--- src/rtl/core/rqs_pkg.sv ---
// ----------------------------------------------------------------------------
// rqs_pkg: shared types and constants for the ready queue selector
// Record layout, action and status codes, FSM states and scan control.
// ----------------------------------------------------------------------------
`default_nettype none

package rqs_pkg;

   // Queue geometry
   localparam int QUEUE_DEPTH = 16;
   localparam int IDX_W       = (QUEUE_DEPTH > 1) ? $clog2(QUEUE_DEPTH) : 1;
   localparam int CNT_W       = $clog2(QUEUE_DEPTH + 1);

   // Action codes
   localparam logic [2:0] ACT_APPEND = 3'd0;
   localparam logic [2:0] ACT_OLDEST = 3'd1;
   localparam logic [2:0] ACT_PRIO   = 3'd2;
   localparam logic [2:0] ACT_BURST  = 3'd3;
   localparam logic [2:0] ACT_DELETE = 3'd4;

   // Status codes
   localparam logic [1:0] ST_OK      = 2'd0;
   localparam logic [1:0] ST_EMPTY   = 2'd1;
   localparam logic [1:0] ST_FULL    = 2'd2;
   localparam logic [1:0] ST_MISSING = 2'd3;

   // One task record
   typedef struct packed {
      logic [15:0] id;
      logic [15:0] burst;
      logic [7:0]  prio;
      logic [2:0]  cls;
   } rqs_rec_type;

   // Control FSM
   typedef enum logic [1:0] {
      S_IDLE,
      S_SCAN,
      S_COMPACT,
      S_FINISH
   } rqs_state_type;

   // Per-cycle scan control into the selector
   typedef struct packed {
      logic             scan_en;
      logic             first;
      logic             in_range;
      logic [IDX_W-1:0] step;
   } rqs_scan_ctl_type;

   // Selector result
   typedef struct packed {
      logic             found;
      logic [IDX_W-1:0] index;
   } rqs_hit_type;

endpackage : rqs_pkg

`default_nettype wire

--- src/rtl/core/rqs_req_if.sv ---
// ----------------------------------------------------------------------------
// rqs_req_if: request channel of the ready queue selector
// Valid/ready handshake carrying one action and its task record.
// ----------------------------------------------------------------------------
`default_nettype none

interface rqs_req_if;
   logic        valid;
   logic        ready;
   logic [2:0]  action;
   logic [15:0] task_id;
   logic [15:0] burst_length;
   logic [7:0]  task_priority;
   logic [2:0]  task_class;

   modport source (
      output valid, action, task_id, burst_length, task_priority, task_class,
      input  ready
   );

   modport sink (
      input  valid, action, task_id, burst_length, task_priority, task_class,
      output ready
   );
endinterface : rqs_req_if

`default_nettype wire

--- src/rtl/core/rqs_rsp_if.sv ---
// ----------------------------------------------------------------------------
// rqs_rsp_if: response channel of the ready queue selector
// Valid/ready handshake carrying status, selected record and queue count.
// ----------------------------------------------------------------------------
`default_nettype none

interface rqs_rsp_if;
   logic        valid;
   logic        ready;
   logic [1:0]  status;
   logic [15:0] found_id;
   logic [15:0] found_burst;
   logic [7:0]  found_priority;
   logic [2:0]  found_class;
   logic [4:0]  entry_count;
   logic        is_empty;

   modport source (
      output valid, status, found_id, found_burst, found_priority, found_class,
             entry_count, is_empty,
      input  ready
   );

   modport sink (
      input  valid, status, found_id, found_burst, found_priority, found_class,
             entry_count, is_empty,
      output ready
   );
endinterface : rqs_rsp_if

`default_nettype wire

--- src/rtl/core/rqs_cell.sv ---
// ----------------------------------------------------------------------------
// rqs_cell: one slot of the record chain
// Holds a record; takes its neighbor's record on shift or a new one on load.
// ----------------------------------------------------------------------------
`default_nettype none

module rqs_cell
   import rqs_pkg::*;
(
   input  wire logic        clock,
   input  wire logic        shift,
   input  wire logic        load,
   input  wire rqs_rec_type nbr_rec,
   input  wire rqs_rec_type load_rec,
   output rqs_rec_type      rec
);

   rqs_rec_type rec_ff;
   rqs_rec_type rec_in;

   // load wins over shift; they never coincide in practice
   always_comb begin
      if (load) begin
         rec_in = load_rec;
      end else if (shift) begin
         rec_in = nbr_rec;
      end else begin
         rec_in = rec_ff;
      end
   end

   always_ff @(posedge clock) begin
      rec_ff <= rec_in;
   end

   assign rec = rec_ff;

endmodule : rqs_cell

`default_nettype wire

--- src/rtl/core/rqs_select.sv ---
// ----------------------------------------------------------------------------
// rqs_select: scan selector at the head of the chain
// Watches records pass the head one per cycle and keeps the chosen one.
// ----------------------------------------------------------------------------
`default_nettype none

module rqs_select
   import rqs_pkg::*;
(
   input  wire logic             clock,
   input  wire logic             reset,
   input  wire rqs_scan_ctl_type ctl,
   input  wire logic [2:0]       action,
   input  wire logic [15:0]      target_id,
   input  wire rqs_rec_type      head_rec,
   output rqs_rec_type           best_rec,
   output rqs_hit_type           hit
);

   rqs_rec_type      best_ff;
   logic             found_ff;
   logic [IDX_W-1:0] index_ff;
   logic             take;

   // Strict less-than keeps ties on the earliest entry
   always_comb begin
      case (action)
         ACT_OLDEST: take = ctl.first;
         ACT_PRIO:   take = ctl.first || (head_rec.prio < best_ff.prio);
         ACT_BURST:  take = ctl.first || (head_rec.burst < best_ff.burst);
         ACT_DELETE: take = (ctl.first || !found_ff) && (head_rec.id == target_id);
         default:    take = 1'b0;
      endcase
      take = take && ctl.scan_en && ctl.in_range;
   end

   // Captured record and index
   always_ff @(posedge clock) begin
      if (take) begin
         best_ff  <= head_rec;
         index_ff <= ctl.step;
      end
   end

   // Hit flag, cleared at the start of each scan
   always_ff @(posedge clock) begin
      if (reset) begin
         found_ff <= 1'b0;
      end else if (take) begin
         found_ff <= 1'b1;
      end else if (ctl.scan_en && ctl.first) begin
         found_ff <= 1'b0;
      end
   end

   assign best_rec  = best_ff;
   assign hit.found = found_ff;
   assign hit.index = index_ff;

endmodule : rqs_select

`default_nettype wire

--- src/rtl/core/ready_queue_select.sv ---
// ----------------------------------------------------------------------------
// ready_queue_select: ordered ready queue with oldest / priority / burst pick
// Chain of record cells that rotates past a selector at its head.
// ----------------------------------------------------------------------------
// Usage:
//   req_ch carries one action per transaction (append, oldest, lowest
//   priority value, smallest burst, delete by id) with a task record.
//   rsp_ch returns exactly one transaction per request: status, the
//   selected or deleted record, and the count and empty flag afterwards.
//   Append, unused codes and empty-queue actions go from idle straight
//   to the finish state, where the response is registered.
//   Queries and deletes rotate the chain once past the selector in the
//   scan state; a delete then passes through the compact state.
//   One request is in flight at a time; req_ch.ready is high only while
//   the controller is idle. The output register lets the next request be
//   accepted while a response still waits; if the receiver stalls, the
//   following request holds in its finish state until the register frees.
//   Reset (synchronous, active high) empties the queue and drops any
//   pending response; record contents are not cleared.
// ----------------------------------------------------------------------------
`default_nettype none

module ready_queue_select
   import rqs_pkg::*;
(
   input  wire logic clock,
   input  wire logic reset,
   rqs_req_if.sink   req_ch,
   rqs_rsp_if.source rsp_ch
);

   rqs_state_type    state_ff, state_in;
   logic [IDX_W-1:0] step_ff, step_in;
   logic [CNT_W-1:0] count_ff, count_in;
   logic [2:0]       act_ff;
   rqs_rec_type      req_rec_ff;
   logic             rsp_valid_ff, rsp_valid_in;
   logic [1:0]       status_ff;
   rqs_rec_type      out_rec_ff;
   logic [CNT_W-1:0] out_count_ff;

   logic             accept, out_free, finish_go;
   logic             in_idle, in_scan, in_compact, in_finish;
   logic             last_step;
   logic             is_full;
   logic [1:0]       fin_status;
   rqs_rec_type      fin_rec;
   logic [CNT_W-1:0] fin_count;
   logic             do_append;

   rqs_rec_type      cell_q [QUEUE_DEPTH];
   rqs_rec_type      best_rec;
   rqs_hit_type      hit;
   rqs_scan_ctl_type scan_ctl;

   assign out_free  = !rsp_valid_ff || rsp_ch.ready;
   assign accept    = req_ch.valid && req_ch.ready;
   assign last_step = (step_ff == IDX_W'(QUEUE_DEPTH - 1));
   assign is_full   = (count_ff == CNT_W'(QUEUE_DEPTH));

   // Next-state logic
   always_comb begin
      state_in = state_ff;
      unique case (state_ff)
         S_IDLE: begin
            if (req_ch.valid) begin
               case (req_ch.action) inside
                  ACT_OLDEST, ACT_PRIO, ACT_BURST, ACT_DELETE:
                     state_in = (count_ff != '0) ? S_SCAN : S_FINISH;
                  default:
                     state_in = S_FINISH;
               endcase
            end
         end
         S_SCAN: begin
            if (last_step) begin
               state_in = (act_ff == ACT_DELETE) ? S_COMPACT : S_FINISH;
            end
         end
         S_COMPACT: begin
            state_in = S_FINISH;
         end
         S_FINISH: begin
            if (out_free) begin
               state_in = S_IDLE;
            end
         end
         default: begin
            state_in = S_IDLE;
         end
      endcase
   end

   // State decode outputs
   always_comb begin
      in_idle    = 1'b0;
      in_scan    = 1'b0;
      in_compact = 1'b0;
      in_finish  = 1'b0;
      unique case (state_ff)
         S_IDLE:    in_idle    = 1'b1;
         S_SCAN:    in_scan    = 1'b1;
         S_COMPACT: in_compact = 1'b1;
         S_FINISH:  in_finish  = 1'b1;
         default:   in_idle    = 1'b0;
      endcase
   end

   assign req_ch.ready = in_idle;
   assign finish_go    = in_finish && out_free;

   // Scan step counter: head cell holds entry step_ff during the scan
   assign step_in = in_scan ? step_ff + IDX_W'(1) : '0;

   // Control registers
   always_ff @(posedge clock) begin
      if (reset) begin
         state_ff     <= S_IDLE;
         step_ff      <= '0;
         count_ff     <= '0;
         rsp_valid_ff <= 1'b0;
      end else begin
         state_ff     <= state_in;
         step_ff      <= step_in;
         count_ff     <= count_in;
         rsp_valid_ff <= rsp_valid_in;
      end
   end

   // Request capture
   always_ff @(posedge clock) begin
      if (accept) begin
         act_ff           <= req_ch.action;
         req_rec_ff.id    <= req_ch.task_id;
         req_rec_ff.burst <= req_ch.burst_length;
         req_rec_ff.prio  <= req_ch.task_priority;
         req_rec_ff.cls   <= req_ch.task_class;
      end
   end

   // Result of the finished action
   always_comb begin
      fin_status = ST_OK;
      fin_rec    = '0;
      fin_count  = count_ff;
      do_append  = 1'b0;
      case (act_ff)
         ACT_APPEND: begin
            if (is_full) begin
               fin_status = ST_FULL;
            end else begin
               do_append = 1'b1;
               fin_count = count_ff + CNT_W'(1);
            end
         end
         ACT_OLDEST, ACT_PRIO, ACT_BURST: begin
            if (count_ff == '0) begin
               fin_status = ST_EMPTY;
            end else begin
               fin_rec = best_rec;
            end
         end
         ACT_DELETE: begin
            if ((count_ff != '0) && hit.found) begin
               fin_rec   = best_rec;
               fin_count = count_ff - CNT_W'(1);
            end else begin
               fin_status = ST_MISSING;
            end
         end
         default: begin
            fin_status = ST_OK;
         end
      endcase
   end

   assign count_in = finish_go ? fin_count : count_ff;

   // Response valid: set on finish, cleared when taken
   always_comb begin
      if (finish_go) begin
         rsp_valid_in = 1'b1;
      end else if (rsp_ch.ready) begin
         rsp_valid_in = 1'b0;
      end else begin
         rsp_valid_in = rsp_valid_ff;
      end
   end

   // Response payload register
   always_ff @(posedge clock) begin
      if (finish_go) begin
         status_ff    <= fin_status;
         out_rec_ff   <= fin_rec;
         out_count_ff <= fin_count;
      end
   end

   assign rsp_ch.valid          = rsp_valid_ff;
   assign rsp_ch.status         = status_ff;
   assign rsp_ch.found_id       = out_rec_ff.id;
   assign rsp_ch.found_burst    = out_rec_ff.burst;
   assign rsp_ch.found_priority = out_rec_ff.prio;
   assign rsp_ch.found_class    = out_rec_ff.cls;
   assign rsp_ch.entry_count    = 5'(out_count_ff);
   assign rsp_ch.is_empty       = (out_count_ff == '0);

   // Record chain: rotates during a scan, closes the gap after a delete hit
   for (genvar k = 0; k < QUEUE_DEPTH; k++) begin : g_cell
      logic cell_shift;
      logic cell_load;

      assign cell_shift = in_scan ||
                          (in_compact && hit.found && (IDX_W'(k) >= hit.index));
      assign cell_load  = finish_go && do_append && (CNT_W'(k) == count_ff);

      rqs_cell u_cell (
         .clock    (clock),
         .shift    (cell_shift),
         .load     (cell_load),
         .nbr_rec  (cell_q[(k + 1) % QUEUE_DEPTH]),
         .load_rec (req_rec_ff),
         .rec      (cell_q[k])
      );
   end

   // Selector at the head of the chain
   assign scan_ctl.scan_en  = in_scan;
   assign scan_ctl.first    = (step_ff == '0);
   assign scan_ctl.in_range = (CNT_W'(step_ff) < count_ff);
   assign scan_ctl.step     = step_ff;

   rqs_select u_select (
      .clock     (clock),
      .reset     (reset),
      .ctl       (scan_ctl),
      .action    (act_ff),
      .target_id (req_rec_ff.id),
      .head_rec  (cell_q[0]),
      .best_rec  (best_rec),
      .hit       (hit)
   );

endmodule : ready_queue_select

`default_nettype wire
--- src/flat_wrapper.sv ---
// flat-port wrapper written by rule: the top's interface ports become plain ports
module ready_queue_select_flat import rqs_pkg::*;
  (clock, reset, req_ch_valid, req_ch_action, req_ch_task_id, req_ch_burst_length, req_ch_task_priority, req_ch_task_class, req_ch_ready, rsp_ch_valid, rsp_ch_status, rsp_ch_found_id, rsp_ch_found_burst, rsp_ch_found_priority, rsp_ch_found_class, rsp_ch_entry_count, rsp_ch_is_empty, rsp_ch_ready);
  rqs_req_if req_ch_i ();
  rqs_rsp_if rsp_ch_i ();
  input  wire logic clock;
  input  wire logic reset;
  input wire logic [$bits(req_ch_i.valid)-1:0] req_ch_valid;
  input wire logic [$bits(req_ch_i.action)-1:0] req_ch_action;
  input wire logic [$bits(req_ch_i.task_id)-1:0] req_ch_task_id;
  input wire logic [$bits(req_ch_i.burst_length)-1:0] req_ch_burst_length;
  input wire logic [$bits(req_ch_i.task_priority)-1:0] req_ch_task_priority;
  input wire logic [$bits(req_ch_i.task_class)-1:0] req_ch_task_class;
  output wire logic [$bits(req_ch_i.ready)-1:0] req_ch_ready;
  output wire logic [$bits(rsp_ch_i.valid)-1:0] rsp_ch_valid;
  output wire logic [$bits(rsp_ch_i.status)-1:0] rsp_ch_status;
  output wire logic [$bits(rsp_ch_i.found_id)-1:0] rsp_ch_found_id;
  output wire logic [$bits(rsp_ch_i.found_burst)-1:0] rsp_ch_found_burst;
  output wire logic [$bits(rsp_ch_i.found_priority)-1:0] rsp_ch_found_priority;
  output wire logic [$bits(rsp_ch_i.found_class)-1:0] rsp_ch_found_class;
  output wire logic [$bits(rsp_ch_i.entry_count)-1:0] rsp_ch_entry_count;
  output wire logic [$bits(rsp_ch_i.is_empty)-1:0] rsp_ch_is_empty;
  input wire logic [$bits(rsp_ch_i.ready)-1:0] rsp_ch_ready;
  assign req_ch_i.valid = req_ch_valid;
  assign req_ch_i.action = req_ch_action;
  assign req_ch_i.task_id = req_ch_task_id;
  assign req_ch_i.burst_length = req_ch_burst_length;
  assign req_ch_i.task_priority = req_ch_task_priority;
  assign req_ch_i.task_class = req_ch_task_class;
  assign req_ch_ready = req_ch_i.ready;
  assign rsp_ch_valid = rsp_ch_i.valid;
  assign rsp_ch_status = rsp_ch_i.status;
  assign rsp_ch_found_id = rsp_ch_i.found_id;
  assign rsp_ch_found_burst = rsp_ch_i.found_burst;
  assign rsp_ch_found_priority = rsp_ch_i.found_priority;
  assign rsp_ch_found_class = rsp_ch_i.found_class;
  assign rsp_ch_entry_count = rsp_ch_i.entry_count;
  assign rsp_ch_is_empty = rsp_ch_i.is_empty;
  assign rsp_ch_i.ready = rsp_ch_ready;
  ready_queue_select u_core (.clock(clock), .reset(reset), .req_ch(req_ch_i), .rsp_ch(rsp_ch_i));
endmodule
--- config.mk ---
export PLATFORM = sky130hd
export DESIGN_NAME = ready_queue_select_flat
export DESIGN_NICKNAME = d
export VERILOG_FILES = /design/src/rtl/core/rqs_pkg.sv /design/src/rtl/core/rqs_req_if.sv /design/src/rtl/core/rqs_rsp_if.sv /design/src/rtl/core/rqs_cell.sv /design/src/rtl/core/rqs_select.sv /design/src/rtl/core/ready_queue_select.sv /design/src/flat_wrapper.sv
export SDC_FILE = /design/constraint.sdc
export NUM_CORES = 1
export LEC_CHECK = 0
export ABC_AREA = 0
export BUFFER_PORTS_ARGS = -buffer_cell sky130_fd_sc_hd__buf_2
export CORE_MARGIN = 2
export CORE_UTILIZATION = 45
export CTS_CLUSTER_DIAMETER = 40
export DETAILED_ROUTE_END_ITERATION = 10
export PLACE_DENSITY_LB_ADDON = 0.08
export SETUP_SLACK_MARGIN = 0.5
export SLEW_MARGIN = 20
export SYNTH_ARGS = -nofsm -noshare
export SYNTH_HDL_FRONTEND = slang
export SYNTH_HIERARCHICAL = 1
export SYNTH_SLANG_ARGS = --single-unit
--- constraint.sdc ---
create_clock -name clock -period 11.4 [get_ports clock]
set_input_delay 1.14 -clock clock [delete_from_list [all_inputs] [get_ports clock]]
set_output_delay 1.14 -clock clock [all_outputs]
set_load 0.01 [all_outputs]
=== After elaboration in Yosys (flattened, before gate mapping) ===
Cells that the tools add are included.

* Equal/unequal tests: 32
* Magnitude comparators: 19
* Reduce and logical (&&, ||, !) cells: 91
* Multiplexer cells: 60
* Add/sub/neg operators: 3
* Bitwise logic cells: 1

{| class="wikitable"
|+ Operators with widths
! operator !! count
|-
| $mux 43 || 34
|-
| $pmux 43 s2 || 1
|-
| $logic_and 1x1->1 || 41
|-
| $eq 4x5->1 const A || 8
|-
| $reduce_bool 2->1 || 18
|-
| $ge 4x4->1 const A || 8
|-
| $eq 3x5->1 const A || 4
|-
| $logic_or 1x1->1 || 20
|-
| $eq 16x16->1 || 1
|-
| $ge 3x4->1 const A || 4
|-
| $lt 16x16->1 || 1
|-
| $mux 2 || 7
|-
| $eq 3x2->1 const B || 4
|-
| $mux 1 || 12
|-
| $eq 2x5->1 const A || 2
|-
| $logic_not 5->1 || 2
|-
| $mux 5 || 2
|-
| $pmux 5 s2 || 1
|-
| $ge 1x4->1 const A || 2
|-
| $ge 2x4->1 const A || 2
|-
| $lt 8x8->1 || 1
|-
| $pmux 2 s4 || 1
|-
| $eq 3x1->1 const B || 2
|-
| $eq 3x3->1 const B || 2
|-
| other kinds (23) || 26
|}

* Input port bits: 50
* Register bits after elaboration: 844
* Output and inout bits: 53

=== Longest topological paths before layout ===
* Depth after elaboration: 7
* Gate-level depth with buffers: 8
* Depth with buffers taken out: 8

=== By module ===
The synthesis kept the hierarchy.

{| class="wikitable"
|+ By module, submodules not included
! module !! area each (µm²) !! cells an instance !! instances !! sequential area each (µm²)
|-
| rqs_cell || 2019.4 || 92 || 16 || 1291.2
|-
| ready_queue_select || 4620.7 || 347 || 1 || 3123.0
|-
| rqs_select || 2244.7 || 163 || 1 || 1431.4
|}

=== Worst setup path after synthesis ===
No wires, ideal clock.

* Path kind: input -> register
* From: in rsp_ch_ready
* To: reg u_core.g_cell[0].u_cell.rec_ff (netlist bit u_core/g_cell[0].u_cell/rec[0]), enable pin
* Arrival: 4.227 ns
* Cell stages on the path: 8
* Setup slack: 6.770 ns
* Path through: nand2b_1 -> nand2_1 -> inv_1 -> o2111a_1 -> nor2b_1 -> buf_6 -> buf_12 -> or2_1

* Word-level cells in the longest chain between the ends: 5

{| class="wikitable"
|+ RTL lines
! element !! line !! source
|-
| start: declaration || flat_wrapper.sv:23 || <nowiki>input wire logic [$bits(rsp_ch_i.ready)-1:0] rsp_ch_ready;</nowiki>
|-
| $logic_or 1x1->1 || ready_queue_select.sv:56 || <nowiki>assign out_free = !rsp_valid_ff || rsp_ch.ready;</nowiki>
|-
| $logic_and 1x1->1 || ready_queue_select.sv:110 || <nowiki>assign finish_go = in_finish && out_free;</nowiki>
|-
| net u_core.finish_go || ready_queue_select.sv:42 || <nowiki>logic accept, out_free, finish_go;</nowiki>
|-
| $logic_and 1x1->1 (2 in series) || ready_queue_select.sv:215 || <nowiki>assign cell_load = finish_go && do_append && (CNT_W'(k) == count_ff);</nowiki>
|-
| net u_core.g_cell[0].cell_load || ready_queue_select.sv:211 || <nowiki>logic cell_load;</nowiki>
|-
| $reduce_bool 2->1 (no line) || - ||
|-
| end signal: assignment || rqs_cell.sv:33 || <nowiki>rec_ff <= rec_in;</nowiki>
|-
| end: declaration || rqs_cell.sv:18 || <nowiki>rqs_rec_type rec_ff;</nowiki>
|}

The timed path passes the listed nets, and every way through them passes these cells.
A chain may end at the register's enable or synchronous reset.

=== Worst setup path after layout ===
* From: reg u_core.act_ff[1]
* To: reg u_core.g_cell[2].u_cell.rec_ff (netlist bit u_core/g_cell[2].u_cell/rec[41]), enable pin

* Word-level cells in the longest chain between the ends: 5

{| class="wikitable"
|+ RTL lines
! element !! line !! source
|-
| start: declaration || ready_queue_select.sv:35 || <nowiki>logic [2:0] act_ff;</nowiki>
|-
| start signal: assignment || ready_queue_select.sv:133 || <nowiki>act_ff <= req_ch.action;</nowiki>
|-
| $logic_not 3->1 || ready_queue_select.sv:147 || <nowiki>case (act_ff)</nowiki>
|-
| $mux 1 || ready_queue_select.sv:147 ||
|-
| $logic_and 1x1->1 (2 in series) || ready_queue_select.sv:215 ||
|-
| net u_core.g_cell[2].cell_load || ready_queue_select.sv:211 ||
|-
| $reduce_bool 2->1 (no line) || - ||
|-
| end signal: assignment || rqs_cell.sv:33 ||
|-
| end: declaration || rqs_cell.sv:18 ||
|}

The timed path passes the listed nets, and every way through them passes these cells.

==> results_dict.tcl <==
set metrics [dict create \
    tns_ns 0 \
    post-route-min-period_ns 4.181 \
    detail_route.vias_per_cell 5.259 \
    netlist_area_um2 39180 \
    cts.sinks 844 \
    path_buf_inv 1 \
    nets 2248 \
    final_cell_mix "831 x edfxtp_1, 624 x mux2_4, 145 x clkbuf_16, 102 x buf_2, 65 x mux2_2" \
    clkLatencyLatePin_ns 0.71 \
    slowest_delay_ns 0.95 \
    drv_slew 0 \
    p_int_mw 8.044 \
    wl_met3_mm 5.656 \
    pwr-share-comb 0.155 \
    synth-compound-area-share 0.01191 \
    rows 108 \
    place_inst 3170 \
    synth_nets 2069 \
    fp.dieArea_um2 89430 \
    synthMuxAreaShare 0.2578 \
    synthDistinctLibCells 63 \
    cts_resized 0 \
    worstHoldPathType "reg -> reg" \
    drc 0 \
    crit_path_start "u_core/act_ff[1]$_DFFE_PP_" \
    cp-start-kind "flop" \
    gr-total-overflow 0 \
    clkPwrFrac 0.381 \
    ys_seq_area_frac 0.6436 \
    holdBufCountCts 0 \
    synth_area_per_cell_um2 19.77 \
    synth_xor_area_frac 0.004695 \
    place_area_um2 39930 \
    p_seq_frac 0.464 \
    yosys_warnings 6 \
    crit_chain "nor2_2, nand3_2, nand4b_1, nor3_2, buf_4, or2_2" \
    status "complete, no violations" \
    cts_buffer_depth 3 \
    ys_async_sr_fraction 0 \
    critPathRequiredTime_ns 11.71 \
    boundaryPins 103 \
    antenna_found_initial 7 \
    htreeDepth 4 \
    fin_cells 3430 \
    cts_setup_buffers 0 \
    netlist_instances 1982 \
    synth-seq-cells 844 \
    synth_flop_cell "edfxtp_1" \
    maxSlewHeadroom 0.2147 \
    dp_hpwl_mm 57.72 \
    drive_above_1_share 0.4815 \
    tritoncts "yes" \
    hp-start "u_core/step_ff[0]$_SDFF_PP0_" \
    worst-setup-path-type "reg -> reg" \
    yosys.area_share.simple 0.02743 \
    drt-met1-wl_mm 46.45 \
    ant_nets 0 \
    die_h_um 299.1 \
    final_common_cell "edfxtp_1" \
    dr_wl_met2_mm 36.86 \
    peakVddDrop_mv 0.1262 \
    clockRootBuffer "clkbuf_16" \
    firstDrtPassIters 7 \
    hold_viol 0 \
    initial_core_util 0.4530 \
    cts.clk_slew.worst_paths_ns 0.05 \
    fmax_mhz 239.2 \
    vias 18039 \
    totalWireLength_mm 90.88 \
    die_w_um 299.1 \
    p_leak_nw 16.16 \
    drt-initial-drc-count 1776 \
    yosys.area_share.adder 0.01182 \
    core-area_um2 86480 \
    worstMarginPinSlew_ns 1.178 \
    area_growth_syn_to_layout_pct 14.02 \
    synth_top_family_by_area "multiplexers" \
    max_cap_violations 0 \
    switching_share 0.2625 \
    wl_per_cell_um 26.50 \
    grt_pass1_vias 18565 \
    setup_violations 0 \
    fillers 7035 \
    reg2reg_setup_slack_ns 7.22 \
    netSwitchingPower_mw 2.862 \
    synth_edf_count 831 \
    rsz0062_at_grt "false" \
    grt_pass1_wl_mm 131.6 \
    cp-end-kind "flop" \
    path_delay_family "simple AND/OR/NAND/NOR gates" \
    cts_inserted_buffers 141 \
    finClkSkew_ns 0.02386 \
    cp_max_fo 44 \
    grtUsageTotal 0.2037 \
    regToRegStartpoint "u_core/act_ff[1]$_DFFE_PP_" \
    portBuffers 102 \
    p_per_area_nw_per_um2 244.2 \
    arrival_ns 4.49 \
    crit_slowest_cell "or2_2" \
    grt_max_degree 53 \
    fin_crit_sh 0.3668 \
    stdcell_area_um2 44670 \
    top_layer "met5" \
    gp_congestion 0.8405 \
]
[layout make-up]
class	instances	area, um^2	area share
diodes	1	2.502	0.00005602
well taps	1155	1445	0.03235
repair buffers	131	759.5	0.01700
clock buffers	154	3662	0.08199
flip-flops and latches	844	25210	0.5645
multi-input cells	1005	12440	0.2784
inverters	38	142.6	0.003193
clock inverters	102	1006	0.02252
[layer usage]
layer / global-route usage / vias to the layer above
met2: 0.2734 / 500
met1: 0.3221 / 9325
met5: 0 / -
li1: - / 8084
met3: 0.04929 / 128
met4: 0.06238 / 2
[synth_stat cells (4+ instances only)]
library cell / n / area [um^2]
a21o_1: 6 / 45.04
buf_12: 64 / 1281
inv_1: 38 / 142.6
ha_1: 37 / 462.9
edfxtp_1: 831 / 24950
o31ai_1: 4 / 30.03
or2_1: 17 / 106.4
a21oi_1: 10 / 50.05
o21ai_0: 19 / 95.09
xnor2_1: 8 / 70.07
xor2_1: 13 / 113.9
nor4_1: 7 / 43.79
mux2_4: 624 / 9369
clkbuf_2: 5 / 25.02
mux2_2: 65 / 732.0
clkbuf_1: 7 / 26.28
buf_6: 16 / 180.2
nand4_1: 5 / 31.28
nand2_1: 26 / 97.59
and2_1: 49 / 306.5
nor2_1: 34 / 127.6
and3_1: 5 / 31.28
nor3_1: 6 / 30.03
nor2b_1: 4 / 25.02
nand3_1: 10 / 50.05
dfxtp_1: 13 / 260.3
[power groups by stage]
stage / registers [mW] / clock network [mW] / logic, mW
after floorplan: 4.85 / 0 / 1.23
after detailed placement: 5.12 / 0 / 1.68
after global placement: 5.12 / 0 / 1.65
after global routing: 5.13 / 4.39 / 1.82
after CTS: 5.08 / 4.25 / 1.69
final: 5.06 / 4.15 / 1.69
[worst paths after layout]
kind	cells past startpoint	endpoint
min	1	u_core/step_ff[0]$_SDFF_PP0_
max	6	u_core/g_cell[2].u_cell/rec[41]$_DFFE_PP_
max reg2reg	6	u_core/g_cell[2].u_cell/rec[41]$_DFFE_PP_
min reg2reg	1	u_core/step_ff[0]$_SDFF_PP0_
[sequential cells by signal (all words and copies together) (netlist names), 5 cells and up]
signal	count
u_core/rsp_ch.found_priority	8
u_core/count_ff	5
u_core/u_select/best_rec	43
u_core/rsp_ch.found_burst	16
u_core/rsp_ch.found_id	16
u_core/g_cell.u_cell/rec	688
u_core/req_rec_ff	43
u_core/rsp_ch.entry_count	5
[stage by stage]
stage	utilization	power (mW)	setup slack, ns	hold slack (ns)
6_report	0.5165	10.91	7.219	0.4892
5_1_grt	0.5165	11.34	7.060	0.5268
4_1_cts	0.5157	11.02	7.212	0.4865
3_5_place_dp	0.4617	6.796	6.666	0.4726
3_3_place_gp	0.4617	6.775	6.689	0.4712
2_1_floorplan	-	6.083	6.770	0.4222
[logic make-up after synthesis]
logic type	after synthesis
AO/OA/AOI/OAI	69
XOR/XNOR	21
adder cells (fa/ha/maj)	37
buffers and inverters	133
flip-flops	844
multiplexers	689
AND/OR/NAND/NOR	189
No activity file was read; power rests on OpenSTA's default activity.
